<file path="src/design/hpt_pkg.sv">
// Shared types and constants of the homography point transform.
package hpt_pkg;

  localparam int CW  = 32;   // coefficient width
  localparam int XW  = 16;   // source coordinate width
  localparam int OW  = 20;   // result coordinate width
  localparam int PW  = 49;   // coefficient times coordinate
  localparam int SW  = 51;   // signed numerator and denominator sums
  localparam int DW  = 50;   // magnitudes, divisor and remainder
  localparam int QW  = 22;   // quotient bits (twice the result, for rounding)
  localparam int SHW = 7;    // numerator pre-shift that lines up with the quotient window
  localparam int NUM_REGS = 8;
  localparam int IW  = 8;    // configuration index width
  localparam int AW  = 3;    // register file address width

  localparam logic [AW-1:0] REG_COEF_XX  = 3'd0;
  localparam logic [AW-1:0] REG_COEF_XY  = 3'd1;
  localparam logic [AW-1:0] REG_OFFSET_X = 3'd2;
  localparam logic [AW-1:0] REG_COEF_YX  = 3'd3;
  localparam logic [AW-1:0] REG_COEF_YY  = 3'd4;
  localparam logic [AW-1:0] REG_OFFSET_Y = 3'd5;
  localparam logic [AW-1:0] REG_PERSP_X  = 3'd6;
  localparam logic [AW-1:0] REG_PERSP_Y  = 3'd7;

  localparam logic signed [CW-1:0] UNITY = 32'sd65536;

  localparam logic signed [OW-1:0] OUT_MAX = 20'sh7FFFF;
  localparam logic signed [OW-1:0] OUT_MIN = 20'sh80000;

  typedef logic signed [CW-1:0] coef_t;

  // Work carried from one division cell to the next.
  typedef struct packed {
    logic [DW-1:0] rx;
    logic [DW-1:0] ry;
    logic [DW-1:0] d;
    logic [QW-1:0] qx;
    logic [QW-1:0] qy;
    logic          negx;
    logic          negy;
    logic          ovx;
    logic          ovy;
    logic          inv;
  } cell_t;

endpackage

</file>
<file path="src/design/hpt_div_cell.sv">
// One restoring division step for both coordinates.
module hpt_div_cell (
  input  logic           clk,
  input  logic           rst,
  input  logic           in_valid,
  output logic           in_ready,
  input  hpt_pkg::cell_t in_cell,
  output logic           out_valid,
  input  logic           out_ready,
  output hpt_pkg::cell_t out_cell
);

  logic                   vld;
  logic [hpt_pkg::DW:0]   r2x, r2y, dd;
  logic                   gex, gey;
  hpt_pkg::cell_t         nxt;

  assign in_ready = !vld || out_ready;

  always_comb begin
    dd     = {1'b0, in_cell.d};
    r2x    = {in_cell.rx, 1'b0};
    r2y    = {in_cell.ry, 1'b0};
    gex    = r2x >= dd;
    gey    = r2y >= dd;
    nxt    = in_cell;
    nxt.rx = gex ? hpt_pkg::DW'(r2x - dd) : r2x[hpt_pkg::DW-1:0];
    nxt.ry = gey ? hpt_pkg::DW'(r2y - dd) : r2y[hpt_pkg::DW-1:0];
    nxt.qx = {in_cell.qx[hpt_pkg::QW-2:0], gex};
    nxt.qy = {in_cell.qy[hpt_pkg::QW-2:0], gey};
  end

  always_ff @(posedge clk) begin
    if (rst) begin
      vld <= 1'b0;
    end else if (in_ready) begin
      vld <= in_valid;
    end
  end

  always_ff @(posedge clk) begin
    if (in_ready && in_valid) begin
      out_cell <= nxt;
    end
  end

  assign out_valid = vld;

endmodule

</file>
<file path="config.mk">
export PLATFORM = sky130hd
export DESIGN_NAME = hpt_div_cell
export DESIGN_NICKNAME = d
export VERILOG_FILES = /design/src/design/hpt_pkg.sv /design/src/design/hpt_div_cell.sv
export SDC_FILE = /design/constraint.sdc
export NUM_CORES = 1
export LEC_CHECK = 0
export BUFFER_PORTS_ARGS = -buffer_cell sky130_fd_sc_hd__buf_4
export CAP_MARGIN = 20
export CORE_UTILIZATION = 40
export CTS_BUF_LIST = sky130_fd_sc_hd__clkbuf_16
export CTS_CLUSTER_DIAMETER = 120
export DETAILED_ROUTE_END_ITERATION = 8
export GPL_TIMING_DRIVEN = 0
export HOLD_SLACK_MARGIN = 0.03
export PLACE_DENSITY = 0.61
export SLEW_MARGIN = 10
export SYNTH_ARGS = -nofsm -noshare
export SYNTH_HDL_FRONTEND = slang
export SYNTH_SLANG_ARGS = --single-unit
</file>
<file path="constraint.sdc">
create_clock -name clk -period 6.6 [get_ports clk]
set_input_delay 0.33 -clock clk [delete_from_list [all_inputs] [get_ports clk]]
set_output_delay 0.33 -clock clk [all_outputs]
set_load 0.005 [all_outputs]
</file>
======== Yosys cells after proc, flatten, opt, wreduce, memory -nomap -nowiden ========
Index checks and enable logic that the tools add are counted.
operators by class
  add/sub/neg operators ................... 2
  magnitude comparators ................... 2
  mux-type cells .......................... 2
  reduce and logical (&&, ||, !) cells .... 3
operators with widths
  operator                                                        count
  51-bit by 50-bit greater-or-equal comparator with 1-bit output  2
  50-bit 2-to-1 mux                                               2
  50-bit subtractor                                               2
  1-bit logical AND                                               1
  1-bit zero test                                                 1
  1-bit logical OR                                                1
storage, ports and cells
  register bits ........................... 200
  bits of input ports ..................... 203
  output and inout port bits .............. 201
  word-level logic and storage cells ...... 22

======== Depth between registers and ports, before layout ========
  depth in word-level cells ............... 3
  gate-level depth with buffers ........... 15
  mapped depth without buffers ............ 12

======== Least setup slack after synthesis ========
Ideal clock, no wire load.
  path kind ............................... input to register
  start ................................... input out_ready
  end ..................................... register out_cell[0] (netlist bit), enable pin
  setup time .............................. 0.584 ns
  data arrival time ....................... 5.035 ns
  required time ........................... 6.016 ns
  path slack .............................. 0.980 ns
  stages on the path ...................... 2
  buffers on the path ..................... 0
  cell sequence ........................... nand2b_1 and2_1
between the ends
  word-level cells in the longest chain between the ends .. 2
RTL lines
  item                  line                text
  from (decl)           hpt_div_cell.sv:9   input logic out_ready,
  1-bit logical OR      hpt_div_cell.sv:18  assign in_ready = !vld || out_ready;
  1-bit logical AND     hpt_div_cell.sv:42  if (in_ready && in_valid) begin
  to (signal assigned)  hpt_div_cell.sv:43  out_cell <= nxt;
  to (decl)             hpt_div_cell.sv:10  output hpt_pkg::cell_t out_cell
No other way between the ends.
A chain may end at the register's enable or synchronous reset.

==> results.txt <==
status - finished clean
worst skew pair latency - 0.45 ns
crit-path max FO - 10
All-Layer GR Usage - 0.252
Layout Cells excl Fill - 2184
Post-Synthesis Cells - 1281
Synth Area in Adders - 0.0929
crit end category - flop
Area after DPL - 17500 um2
Antenna Nets Post-Route - 0
final net count - 2028
startpoint types - input pin
Placed Cells - 2133
Residual DRC - 0
Yosys cell types - 78
CP max stage delay - 0.53 ns
Max Slew Vio Count - 0
Tmin final - 4.04 ns
Fin. Hold Viols - 0
Min-Delay Path Class - input pin to flop
mux cell area share after synthesis - 0.0865
postcts setup bufs - 0
total power draw - 3.91 mW
commonest non-fill, non-tap cell in the layout - buf_4
worst vdd rail ir drop - 0.194 mV
Tcrit/Tclk final - 0.611
max_slew headroom - 0.304
CTS H-tree lvls - 4
Compound-Gate Fraction of Synth Area - 0.183
num rows - 67
first-pass GRT wire length - 68200 um
share of layout cells above drive strength 1 - 0.327
pwr/cell area - 214 nW/um2
initial antenna violation count - 2
EDFF count, synth - 199
GPL Wtd Cong - 0.858
fin util - 0.540
CP max-delay cell - dlygate4sd3_1
Worst-Margin Slew - 1.04 ns
Design Area, Final - 18300 um2
DP HPWL - 37000 um
Iter 0 DRT Violations - 736
# hold bufs at CTS - 19
Area growth, synth to finish - 31.6%
Die W - 188 um
TritonCTS Sinks - 200
total number of vias - 11700
CP arrival - 4.23 ns
largest family of logic cells by synthesized area - compound AO/OA/AOI/OAI gates
total CTS buffers - 17
Placeable Area - 33900 um2
Post-synth ARST share - 0
Ports - 404
share of the yosys chip area belonging to registers - 0.432
DRT Pass-1 Iters - 5
Starting Density - 0.410
max-cap check violation count - 0
Worst EP required - 6.80 ns
DR vias/cell - 5.35
unrepaired setup endpoints after global routing - no
most frequent cells in the layout - buf_4, edfxtp_1, a21oi_1
CTS Buffer Depth - 2
simple-gate share of the synthesized area - 0.113
die area - 35500 um2
syn_area_per_cell - 10.8 um2
CTS root buf - clkbuf_16
CP top delay family - compound AO/OA/AOI/OAI gates
Yosys warning total - 0
Die Ht - 188 um
setup violators final - 0
post-synthesis cell area - 13900 um2
largest net degree at the start of global routing - 64
total wire length - 45300 um
vias in the first global route - 11600
clock slew at reported path FFs - 0.07 ns
IO Port Bufs - 401
clock skew - 0.00805 ns
P_leak - 8.13 nW
WL/cell - 20.7 um
Synth Net Count - 1586
CP bufs+invs - 5
critical path cell sequence - dlygate4sd3_1, buf_4, inv_1, ha_1, a21o_1, a21oi_1, a211oi_1, o31ai_1, nand3_1, o21ai_2, o21a_4, o21a_4, inv_4, buf_6, mux2_4
Main synth FF type - edfxtp_1
Max Fclk - 248 MHz
CTS tree - done
post-synthesis xor/xnor area fraction - 0.0517
Worst Setup Path Type - input pin to flop
most used cell, CP - o21a_4
worst hold margin - 0.0547 ns
grt ovf - 0
Seq cells post-synth - 200
post-CTS resize count - 0
==> routing by layer <==
metal	track usage	share of wire	up-vias
met2	0.433	0.48	375
met1	0.330	0.45	5548
li1	-	-	5727
met3	0.0434	0.057	30
met5	0	0.00029	-
met4	0.0583	0.011	2
==> sequential cells by signal, summed over array words and instances, names as in the netlist <==
register,flops
out_cell,199
out_valid,1
==> Yosys cell counts (all sizes together) (3+ instances only) <==
cell,number,area share
a31oi,12,0.0054
nor3,22,0.0079
a21o,65,0.035
a21oi,115,0.043
o21a,16,0.0098
nor4,4,0.0018
and3,11,0.0050
o31ai,13,0.0077
ha,100,0.090
a2111oi,6,0.0061
nand2,81,0.022
a41oi,3,0.0019
edfxtp,199,0.43
o211ai,8,0.0043
o41ai,7,0.0055
and3b,4,0.0025
a211oi,16,0.0094
mux2i,5,0.0036
a221oi,3,0.0019
a211o,5,0.0032
clkbuf,30,0.0082
nor2,66,0.018
xor2,30,0.019
buf,21,0.013
nand3,41,0.015
nand4,26,0.012
and4b,3,0.0022
mux2,80,0.083
o21ai,62,0.023
a21boi,9,0.0049
o21bai,22,0.012
or2,5,0.0023
or3,4,0.0018
nand2b,14,0.0063
and2,9,0.0042
xnor2,52,0.033
nor2b,10,0.0045
and4,6,0.0038
inv,70,0.020
==> worst register-to-register path: cells and delay by family (launching register included) <==
family,cells,cell delay [ns]
buffers and inverters,2,0.66
and+or+nand+nor,2,0.62
DFF,1,0.31
==> final cells by class <==
cell class / instances / area [um2]
Antenna cell: 1 / 2.50
Inverter: 70 / 273
Sequential cell: 200 / 6000
Clock inverter: 14 / 121
Fill cell: 3130 / 15600
Multi-Input combinational cell: 960 / 7330
Tap cell: 448 / 561
Buffer: 51 / 299
Timing Repair Buffer: 423 / 3280
Clock buffer: 17 / 425
==> metrics by stage <==
step,worst slack [ns],TNS (ns)
after floorplan,0.980,0
after global placement,-1.16,-226.18
final,2.56,0
after CTS,2.56,0
after global routing,2.35,0
after detailed placement,2.52,0
==> worst paths after layout <==
check,cells past startpoint,startpoint,to,slack (ns)
setup reg to reg,4,out_valid,out_cell[139],4.62
hold / removal,1,in_cell[38],out_cell[39],0.05
hold reg to reg,2,out_valid,out_valid,0.56
setup / recovery,15,in_cell[52],out_cell[175],2.56
==> logic make-up after synthesis <==
family          count (synthesis)
simple gates                  314
buf+inv                       121
mux                            85
flops                         200
fa+ha+maj                     102
compound gates                377
xor+xnor                       82
==> power by group <==
| part | total [mW] | internal (mW) | switching [mW] | leakage (nW) |
|---|---|---|---|---|
| combinational | 1.28 | 0.639 | 0.639 | 5.92 |
| sequential | 1.60 | 1.56 | 0.0374 | 1.94 |
| clock | 1.03 | 0.522 | 0.510 | 0.271 |
| total | 3.91 | 2.72 | 1.19 | 8.13 |
(Power assumes the default switching activity.)
