## src/design/hpt_pkg.sv

```systemverilog
// Shared types and constants of the homography point transform.
package hpt_pkg;

  localparam int CW  = 32;   // coefficient width
  localparam int XW  = 16;   // source coordinate width
  localparam int OW  = 20;   // result coordinate width
  localparam int PW  = 49;   // coefficient times coordinate
  localparam int SW  = 51;   // signed numerator and denominator sums
  localparam int DW  = 50;   // magnitudes, divisor and remainder
  localparam int QW  = 22;   // quotient bits (twice the result, for rounding)
  localparam int SHW = 7;    // numerator pre-shift that lines up with the quotient window
  localparam int NUM_REGS = 8;
  localparam int IW  = 8;    // configuration index width
  localparam int AW  = 3;    // register file address width

  localparam logic [AW-1:0] REG_COEF_XX  = 3'd0;
  localparam logic [AW-1:0] REG_COEF_XY  = 3'd1;
  localparam logic [AW-1:0] REG_OFFSET_X = 3'd2;
  localparam logic [AW-1:0] REG_COEF_YX  = 3'd3;
  localparam logic [AW-1:0] REG_COEF_YY  = 3'd4;
  localparam logic [AW-1:0] REG_OFFSET_Y = 3'd5;
  localparam logic [AW-1:0] REG_PERSP_X  = 3'd6;
  localparam logic [AW-1:0] REG_PERSP_Y  = 3'd7;

  localparam logic signed [CW-1:0] UNITY = 32'sd65536;

  localparam logic signed [OW-1:0] OUT_MAX = 20'sh7FFFF;
  localparam logic signed [OW-1:0] OUT_MIN = 20'sh80000;

  typedef logic signed [CW-1:0] coef_t;

  // Work carried from one division cell to the next.
  typedef struct packed {
    logic [DW-1:0] rx;
    logic [DW-1:0] ry;
    logic [DW-1:0] d;
    logic [QW-1:0] qx;
    logic [QW-1:0] qy;
    logic          negx;
    logic          negy;
    logic          ovx;
    logic          ovy;
    logic          inv;
  } cell_t;

endpackage

```

## src/design/hpt_back.sv

```systemverilog
// Rounding, saturation and the output register.
module hpt_back (
  input  logic                          clk,
  input  logic                          rst,
  input  logic                          in_valid,
  output logic                          in_ready,
  input  hpt_pkg::cell_t                in_cell,
  output logic                          out_valid,
  input  logic                          out_ready,
  output logic signed [hpt_pkg::OW-1:0] dst_x,
  output logic signed [hpt_pkg::OW-1:0] dst_y,
  output logic                          invalid,
  output logic                          saturated
);

  logic                          vld;
  logic signed [hpt_pkg::OW-1:0] vx, vy;
  logic                          sx, sy;

  // Round half away from zero from the doubled quotient, then clip.
  function automatic logic [hpt_pkg::OW:0] finish(input logic [hpt_pkg::QW-1:0] q,
                                                  input logic neg, input logic ov);
    logic [hpt_pkg::QW:0]   mag;
    logic                   sat;
    logic [hpt_pkg::OW-1:0] val;
    mag = ov ? ((hpt_pkg::QW+1)'(1) << (hpt_pkg::QW-1)) :
               (({1'b0, q} + (hpt_pkg::QW+1)'(1)) >> 1);
    if (!neg) begin
      sat = mag > (hpt_pkg::QW+1)'(524287);
      val = sat ? hpt_pkg::OUT_MAX : mag[hpt_pkg::OW-1:0];
    end else begin
      sat = mag > (hpt_pkg::QW+1)'(524288);
      val = sat ? hpt_pkg::OUT_MIN : hpt_pkg::OW'(-mag[hpt_pkg::OW-1:0]);
    end
    return {sat, val};
  endfunction

  assign in_ready = !vld || out_ready;

  always_comb begin
    {sx, vx} = finish(in_cell.qx, in_cell.negx, in_cell.ovx);
    {sy, vy} = finish(in_cell.qy, in_cell.negy, in_cell.ovy);
  end

  always_ff @(posedge clk) begin
    if (rst) begin
      vld <= 1'b0;
    end else if (in_ready) begin
      vld <= in_valid;
    end
  end

  always_ff @(posedge clk) begin
    if (in_ready && in_valid) begin
      dst_x     <= in_cell.inv ? '0 : vx;
      dst_y     <= in_cell.inv ? '0 : vy;
      invalid   <= in_cell.inv;
      saturated <= !in_cell.inv && (sx || sy);
    end
  end

  assign out_valid = vld;

endmodule

```

## config.mk

```make
export PLATFORM = sky130hd
export DESIGN_NAME = hpt_back
export DESIGN_NICKNAME = d
export VERILOG_FILES = /design/src/design/hpt_pkg.sv /design/src/design/hpt_back.sv
export SDC_FILE = /design/constraint.sdc
export NUM_CORES = 1
export LEC_CHECK = 0
export ABC_AREA = 0
export BUFFER_PORTS_ARGS = -buffer_cell sky130_fd_sc_hd__buf_2
export CAP_MARGIN = 10
export CORE_UTILIZATION = 50
export DETAILED_ROUTE_END_ITERATION = 6
export GPL_TIMING_DRIVEN = 1
export PLACE_DENSITY = 0.89
export SYNTH_ARGS = -nofsm -noshare
export SYNTH_HDL_FRONTEND = slang
export SYNTH_SLANG_ARGS = --single-unit
```

## constraint.sdc

```tcl
create_clock -name clk -period 7.5 [get_ports clk]
set_input_delay 0.75 -clock clk [delete_from_list [all_inputs] [get_ports clk]]
set_output_delay 0.75 -clock clk [all_outputs]
set_load 0.005 [all_outputs]
```

# Yosys cells after proc, flatten, opt, wreduce, memory -nomap -nowiden

Cells that the tools add are included.
W data, S select, Z words.

Register bits: 43
Bits in latches: 0
Bits in writable memories: 0
Bits in read-only memories: 0
Bits of input ports: 203
Output and inout port bits: 44
Logic and storage cells: 29
Memories: 0

$add $sub $neg: 4
Multipliers: 0
Div/mod/pow operators: 0
$lt $le $gt $ge: 4
Equal/unequal tests: 0
Shift-type cells: 0
Multiplexer cells: 10
Bitwise logic cells: 0
Reductions and logical operators: 6

Operators with widths:

| cell                    | count |
|---|---|
| $mux W20                | 6 |
| $add A22 B1 Y23 const B | 2 |
| $gt A22 B19 Y1 const B  | 2 |
| $gt A22 B20 Y1 const B  | 2 |
| $mux W22                | 2 |
| $neg A20 Y20            | 2 |
| $logic_and A1 B1 Y1     | 2 |
| $logic_not A1 Y1        | 2 |
| $logic_or A1 B1 Y1      | 2 |
| $mux W1                 | 2 |

# Logic depth before layout (Yosys ltp)

Gate-level depths: netlist of run 1.

Word-level depth: 6
Mapped depth: 16
Mapped depth without buffers: 11

# Worst setup path before layout of run 1

No wires, ideal clock.

Path kind: input port to flip-flop
From: in in_cell[2] (netlist name)
To: reg dst_x[16] (netlist name) (data pin)
Setup time: 0.266 ns
Arrival: 3.352 ns
Required time: 7.234 ns
Setup slack: 3.882 ns
Stages on the path: 13
Buffers on the path: 5
Cell sequence: buf_2 buf_1 clkbuf_1 clkbuf_1 nand2b_1 ha_1 nand3_1 or3b_1 clkbuf_1 nor4b_1 mux2i_1 a21oi_1 nor2_1

Cells in the longest elaborated chain, start to end: 4
Elaborated cells between the ends (all ways): 7
Classes of those cells: add/sub (1); order compare (2); mux (4)

RTL lines:

| item                                 | line                           | text |
|---|---|---|
| start, declared                      | hpt_back.sv:7                  | `input hpt_pkg::cell_t in_cell,` |
| $mux W22 *                           | hpt_back.sv:26                 | `mag = ov ? ((hpt_pkg::QW+1)'(1) << (hpt_pkg::QW-1)) :` |
| $neg A20 Y20 (tied with other cells) | hpt_back.sv:33                 | `val = sat ? hpt_pkg::OUT_MIN : hpt_pkg::OW'(-mag[hpt_pkg::OW-1:0]);` |
| $mux W20 (on tied branches)          | hpt_back.sv:33, hpt_back.sv:30 |  |
| $mux W20 *                           | hpt_back.sv:28                 | `if (!neg) begin` |
| end signal, assigned                 | hpt_back.sv:55                 | `dst_x <= in_cell.inv ? '0 : vx;` |
| end, declared                        | hpt_back.sv:10                 | `output logic signed [hpt_pkg::OW-1:0] dst_x,` |

Every way passes the cells marked *; elsewhere a longest branch is shown, timed or not.
A chain may end at the register's enable or synchronous reset.

# Worst setup path in the final report of run 1

From: in in_cell[27] (netlist name)
To: reg dst_x[1] (netlist name) (data pin)

Cells in the longest elaborated chain, start to end: 5
Elaborated cells between the ends (all ways): 8
Classes of those cells: add/sub (2); order compare (2); mux (4)

RTL lines:

| item                                 | line                           | text |
|---|---|---|
| $add A22 B1 Y23 *                    | hpt_back.sv:27                 | `(({1'b0, q} + (hpt_pkg::QW+1)'(1)) >> 1);` |
| $mux W22 *                           | hpt_back.sv:26                 |  |
| $neg A20 Y20 (tied with other cells) | hpt_back.sv:33                 |  |
| $mux W20 (on tied branches)          | hpt_back.sv:33, hpt_back.sv:30 |  |
| $mux W20 *                           | hpt_back.sv:28                 |  |

Marks and branches as above.

==> flow_summary.json, run 1 <==
{
  "clockRootBuffer": "clkbuf_8",
  "stdcell_area_sq_um": 4990,
  "fp.coreArea_sq_um": 8680,
  "synth_seq_area_share_pct": 28.7,
  "vdd_drop_max_v": 0.0000808,
  "r2r-start": "out_valid",
  "ios": 247,
  "htreeDepth": 2,
  "hold_viol": 0,
  "synth_area_sq_um": 4460,
  "finalWirelength_um": 11400,
  "syn_to_final_growth_pct": 11.7,
  "ys.flop_type": "edfxtp_1",
  "grt_max_degree": 43,
  "clock-sinks": 43,
  "rsz0062_at_grt": "no",
  "dp_hpwl_um": 8720,
  "cts_buffers": 5,
  "via_per_inst": 6.17,
  "regToRegEndpoint": "dst_y[7]",
  "cts_tree": "done",
  "yosysWarnings": 0,
  "drc": 0,
  "worstSetupStartpointType": "input port",
  "setup-tns-final_ns": 0,
  "grt_overflow": 0,
  "drt_iter0_drc": 338,
  "synth_edf_count": 42,
  "synthArstFlopShare_pct": 0,
  "final_cell_mix": "buf_2 (96), nor2_1 (65), a21oi_1 (57)",
  "leakagePower_nw": 1.92,
  "antenna_found_initial": 0,
  "avgRoutedWirePerCell_um": 15.6,
  "rows": 34,
  "gp_congestion": 0.883,
  "synth_cell_types": 72,
  "grt_pass1_wl_um": 17900,
  "arrival_ns": 4.27,
  "holdCritPathClass": "flop to flop",
  "finalPower_w": 0.000626,
  "initial_core_util_pct": 51.4,
  "slew_viol_final": 0,
  "final_nets": 827,
  "die_area_sq_um": 9310,
  "setup_viol": 0,
  "worstSetupEndpointType": "flop",
  "slew_headroom_pct": 22.6,
  "hold_ws_ns": 0.522,
  "placed_area_sq_um": 4900,
  "nFillCells": 774,
  "num_vias": 4496,
  "synth.avg_cell_area_sq_um": 8.03,
  "drtAntennaViolNets": 0,
  "synthCells": 556,
  "worstSkewPairLatency_ns": 0.29,
  "synth.ff_latch_count": 43,
  "crit_end": "dst_x[1]",
  "required_ns": 7.62,
  "post-cts-setup-buffers": 0,
  "tightest_slew_ns": 1.15,
  "drv_cap": 0,
  "syn_nets": 763,
  "outcome": "finished clean",
  "p_per_area_nw_per_um2": 125,
  "port_buffers": 96,
  "path_clk_slew_ns": 0.08,
  "layout_commonest_cell": "buf_2",
  "r2r_slack_ns": 5.95,
  "r2r_cells": 2,
  "critPathKind": "input port to flop",
  "firstDrtPassIters": 5,
  "crit_fanout": 19,
  "finClkSkew_ns": 0.00472,
  "grt_pass1_vias": 3845,
  "fmax_ghz": 0.241,
  "drive_above_1_share_pct": 21.3,
  "dieHeight_um": 96.5,
  "gr-usage-all-layers_pct": 24.0,
  "diodes": 0,
  "ctsLongestPathBuffers": 2,
  "critPathLaunch": "in_cell[27]",
  "die_width_um": 96.5,
  "cts_hold_buf": 0,
  "fin_crit_sh_pct": 55.3,
  "period_needed_ns": 4.15,
  "cts_resized": 0
}
## worst min path at each step
stage,from,to,cells after the start
2_1_floorplan,out_valid,out_valid,2
3_3_place_gp,out_valid,out_valid,2
3_5_place_dp,out_valid,out_valid,2
4_1_cts,out_valid,out_valid,2
5_1_grt,out_valid,out_valid,2
6_report,out_valid,out_valid,2
## through the flow
| step | instances | worst slack (ns) | utilization (%) |
|---|---|---|---|
| floorplan | 556 | 3.88 | - |
| detailed placement | 721 | 3.07 | 56.5 |
| global placement | 721 | 3.21 | 56.5 |
| finish | 729 | 3.35 | 57.5 |
| CTS | 729 | 3.39 | 57.5 |
| global route | 729 | 3.07 | 57.5 |
## registers in the layout, indices dropped and copies added (netlist names)
signal     cells
dst_x         20
dst_y         20
invalid        1
out_valid      1
saturated      1
## area by class of cell
| class | count | area [sq um] | area share (%) |
|---|---|---|---|
| Inverter | 14 | 52.6 | 1.05 |
| Multi-Input combinational cell | 459 | 2950 | 59.1 |
| Sequential cell | 43 | 1280 | 25.7 |
| Timing Repair Buffer | 97 | 488 | 9.78 |
| Tap cell | 108 | 135 | 2.71 |
| Clock buffer | 5 | 68.8 | 1.38 |
| Clock inverter | 3 | 15.0 | 0.301 |
## power by group
part	switching [W]	leakage, nW	internal (W)
logic	0.000123	1.46	0.0000747
registers	0.00000472	0.427	0.000284
clock network	0.0000761	0.0392	0.0000633
## synthesized netlist by cell type (all sizes together) (3+ instances only)
master	n	area, sq um
nor2	66	250
a21oi	58	294
nand2	43	161
edfxtp	42	1260
nand3	32	173
mux2i	25	275
o21ai	23	115
clkbuf	21	80.1
buf	19	110
xnor2	19	166
nor3	18	95.1
nor2b	14	87.6
nor4	13	100
inv	12	45.0
nand4	12	103
a211oi	9	67.6
a21o	9	67.6
and3	8	50.1
nand2b	8	50.1
xor2	8	70.1
mux2	7	78.8
a311oi	6	58.8
a31oi	6	37.5
and2	6	37.5
o31ai	6	45.0
and4	5	46.3
or3	5	31.3
or4	5	37.5
ha	4	50.1
nand3b	4	30.0
or2	4	25.0
a211o	3	26.3
a221oi	3	26.3
a41o	3	30.0
o211ai	3	22.5
o41ai	3	26.3
## layer usage
layer / vias to the layer above / GRT usage, % / wire length, um / share of wire (%)
met3: 14 / 4.46 / 826 / 7.3
li1: 2215 / - / - / -
met2: 168 / 39.6 / 5390 / 47
met5: - / 0 / 0 / 0
met4: 0 / 6.00 / 123 / 1.1
met1: 2099 / 32.4 / 5020 / 44
## logic make-up after synthesis
group                    after synthesis  share of synthesized area (%)
AND/OR/NAND/NOR                      250                           30.1
AO/OA/AOI/OAI                        146                           21.4
buffers and inverters                 54                           5.44
flip-flops                            43                           28.7
multiplexers                          32                           7.93
XOR/XNOR                              27                           5.30
adder cells (fa/ha/maj)                4                           1.12
## critical path, cell delays in order
cell and delay, ns:
buf_2 0.14, ha_1 0.21, nand3_1 0.25, nor4_2 0.72, a41oi_1 0.27, nor3_2 0.92, a31o_1 0.63, a21oi_2 0.13
a311oi_2 0.24
(Power assumes the default switching activity.)
==> run 2: changes to the inputs <==
--- a/config.mk
+++ b/config.mk
@@ -8,10 +8,10 @@
 export ABC_AREA = 0
 export BUFFER_PORTS_ARGS = -buffer_cell sky130_fd_sc_hd__buf_2
 export CAP_MARGIN = 10
-export CORE_UTILIZATION = 50
+export CORE_UTILIZATION = 42
 export DETAILED_ROUTE_END_ITERATION = 6
 export GPL_TIMING_DRIVEN = 1
-export PLACE_DENSITY = 0.89
+export PLACE_DENSITY = 0.79
 export SYNTH_ARGS = -nofsm -noshare
 export SYNTH_HDL_FRONTEND = slang
 export SYNTH_SLANG_ARGS = --single-unit
==> constraint.sdc (replaced) <==
create_clock -name clk -period 3.5 [get_ports clk]
set_input_delay 0.35 -clock clk [delete_from_list [all_inputs] [get_ports clk]]
set_output_delay 0.35 -clock clk [all_outputs]
set_load 0.005 [all_outputs]
==> run 2 against run 1 <==
- hold slack worse by 0.32 ns
- clock power increased by 130%
- global-route usage shrank 2.5 points
- clock skew is 0.0036 ns higher
- power increased by 120%
==> flow_summary.json, run 2 (synthesis results as in run 1) <==
{
  "worstSetupEndpointType": "flop",
  "worstSkewPairLatency_ns": 0.29,
  "r2r-start": "out_valid",
  "cts_tree": "done",
  "tightest_slew_ns": 0.999,
  "dp_hpwl_um": 9230,
  "fin_cells": 775,
  "required_ns": 3.57,
  "initial_core_util_pct": 43.2,
  "via_per_inst": 5.95,
  "grt_pass1_vias": 4146,
  "r2r_slack_ns": 1.90,
  "drive_above_1_share_pct": 23.7,
  "ctsLongestPathBuffers": 2,
  "critPathKind": "input port to flop",
  "dp.cells": 766,
  "fp.coreArea_sq_um": 10300,
  "layout_commonest_cell": "buf_2",
  "arrival_ns": 3.09,
  "post-cts-setup-buffers": 0,
  "crit_chain": "buf_2 -> ha_1 -> and3_1 -> mux2i_4 -> nand3_1 -> a221o_1 -> nor2_2 -> a41o_1 -> o21bai_4 -> a221oi_1",
  "slew_viol_final": 0,
  "rsz0062_at_grt": "no",
  "slew_headroom_pct": 31.7,
  "slowest_stage": "and3_1",
  "port_buffers": 96,
  "drc": 0,
  "reg_top3": "dst_x: 20 flops, dst_y: 20 flops",
  "leakagePower_nw": 2.01,
  "vdd_drop_max_v": 0.000175,
  "fmax_ghz": 0.331,
  "gp_congestion": 0.867,
  "cts_buffers": 5,
  "crit_family": "compound AO/OA/AOI/OAI gates",
  "syn_to_final_growth_pct": 15.6,
  "dieHeight_um": 105,
  "finClkSkew_ns": 0.00829,
  "crit_end": "dst_y[14]",
  "cts_resized": 0,
  "r2r_cells": 2,
  "avgRoutedWirePerCell_um": 15.4,
  "final_nets": 844,
  "critPathLaunch": "in_cell[6]",
  "drv_cap": 0,
  "crit_cells": 10,
  "finalWirelength_um": 11900,
  "die_width_um": 105,
  "gr-usage-all-layers_pct": 21.5,
  "drt_iter0_drc": 340,
  "worstSetupStartpointType": "input port",
  "holdCritPathClass": "input port to flop",
  "regToRegEndpoint": "dst_x[19]",
  "hold_viol": 0,
  "die_area_sq_um": 11000,
  "cts_hold_buf": 0,
  "grt_overflow": 0,
  "path_clk_slew_ns": 0.09,
  "clock-sinks": 43,
  "final_cell_mix": "buf_2 (96), nor2_1 (65), a21oi_1 (57)",
  "firstDrtPassIters": 5,
  "htreeDepth": 2,
  "outcome": "finished clean",
  "drtAntennaViolNets": 0,
  "ios": 247,
  "setup-tns-final_ns": 0,
  "num_vias": 4613,
  "setup_viol": 0,
  "clockRootBuffer": "clkbuf_8",
  "cpPeakStageDelay_ns": 0.40,
  "worst-path-buf-inv": 1,
  "grt_max_degree": 43,
  "crit_fanout": 9,
  "fin_crit_sh_pct": 86.2,
  "antenna_found_initial": 1,
  "p_per_area_nw_per_um2": 268,
  "rows": 37,
  "grt_pass1_wl_um": 19600,
  "period_needed_ns": 3.02
}
-- run 2: changes by cell type in the layout (fill, tap and decap cells not counted), sizes merged --
cell and change:
buf +17, clkinv -2, clkinvlp +1, diode +1
inv +1
-- run 2: worst reg2reg max path: stages, from the launching register on --
cell      delay (ns)
dfxtp_1         0.32
nand2b_1        0.09
and2_2          0.79
-- run 2: cell type report --
class	instances	area [sq um]
clock inverter	3	23.8
sequential	43	1280
tap	136	170
inverter	14	52.6
antenna	1	2.50
timing repair buffer	114	616
clock buffer	5	68.8
fill	974	5160
multi-input combinational	459	2950
-- run 2: worst min path at each step --
stage	slack, ns	to	from	cells past startpoint
after floorplan	0.42	out_valid	rst	1
after detailed placement	0.51	out_valid	out_valid	2
final	0.20	out_valid	rst	2
after global placement	0.48	out_valid	out_valid	2
after global routing	0.19	out_valid	rst	2
after CTS	0.19	out_valid	rst	2
-- run 2: through the flow --
step | cell area (sq um) | total power [W] | util [%] | hold slack (ns) | worst slack, ns
3_3_place_gp | 5070 | 0.00105 | 49.1 | 0.484 | 0.270
4_1_cts | 5160 | 0.00138 | 50.0 | 0.193 | 0.532
5_1_grt | 5160 | 0.00146 | 50.0 | 0.189 | 0.238
6_report | 5160 | 0.00138 | 50.0 | 0.200 | 0.482
2_1_floorplan | 4460 | 0.000913 | - | 0.419 | 0.282
3_5_place_dp | 5070 | 0.00106 | 49.1 | 0.512 | 0.236
-- run 2: report_power, final --
group | leakage [nW] | total, W | internal (W) | switching [W]
Combinational | 1.54 | 0.000437 | 0.000170 | 0.000267
Clock | 0.0408 | 0.000323 | 0.000143 | 0.000180
Sequential | 0.427 | 0.000621 | 0.000609 | 0.0000113
-- run 2: routing by layer --
metal	GRT usage (%)	routed length [um]
met1	28.9	5410
met2	35.8	5550
met3	4.30	895
met4	4.33	89
met5	0	0
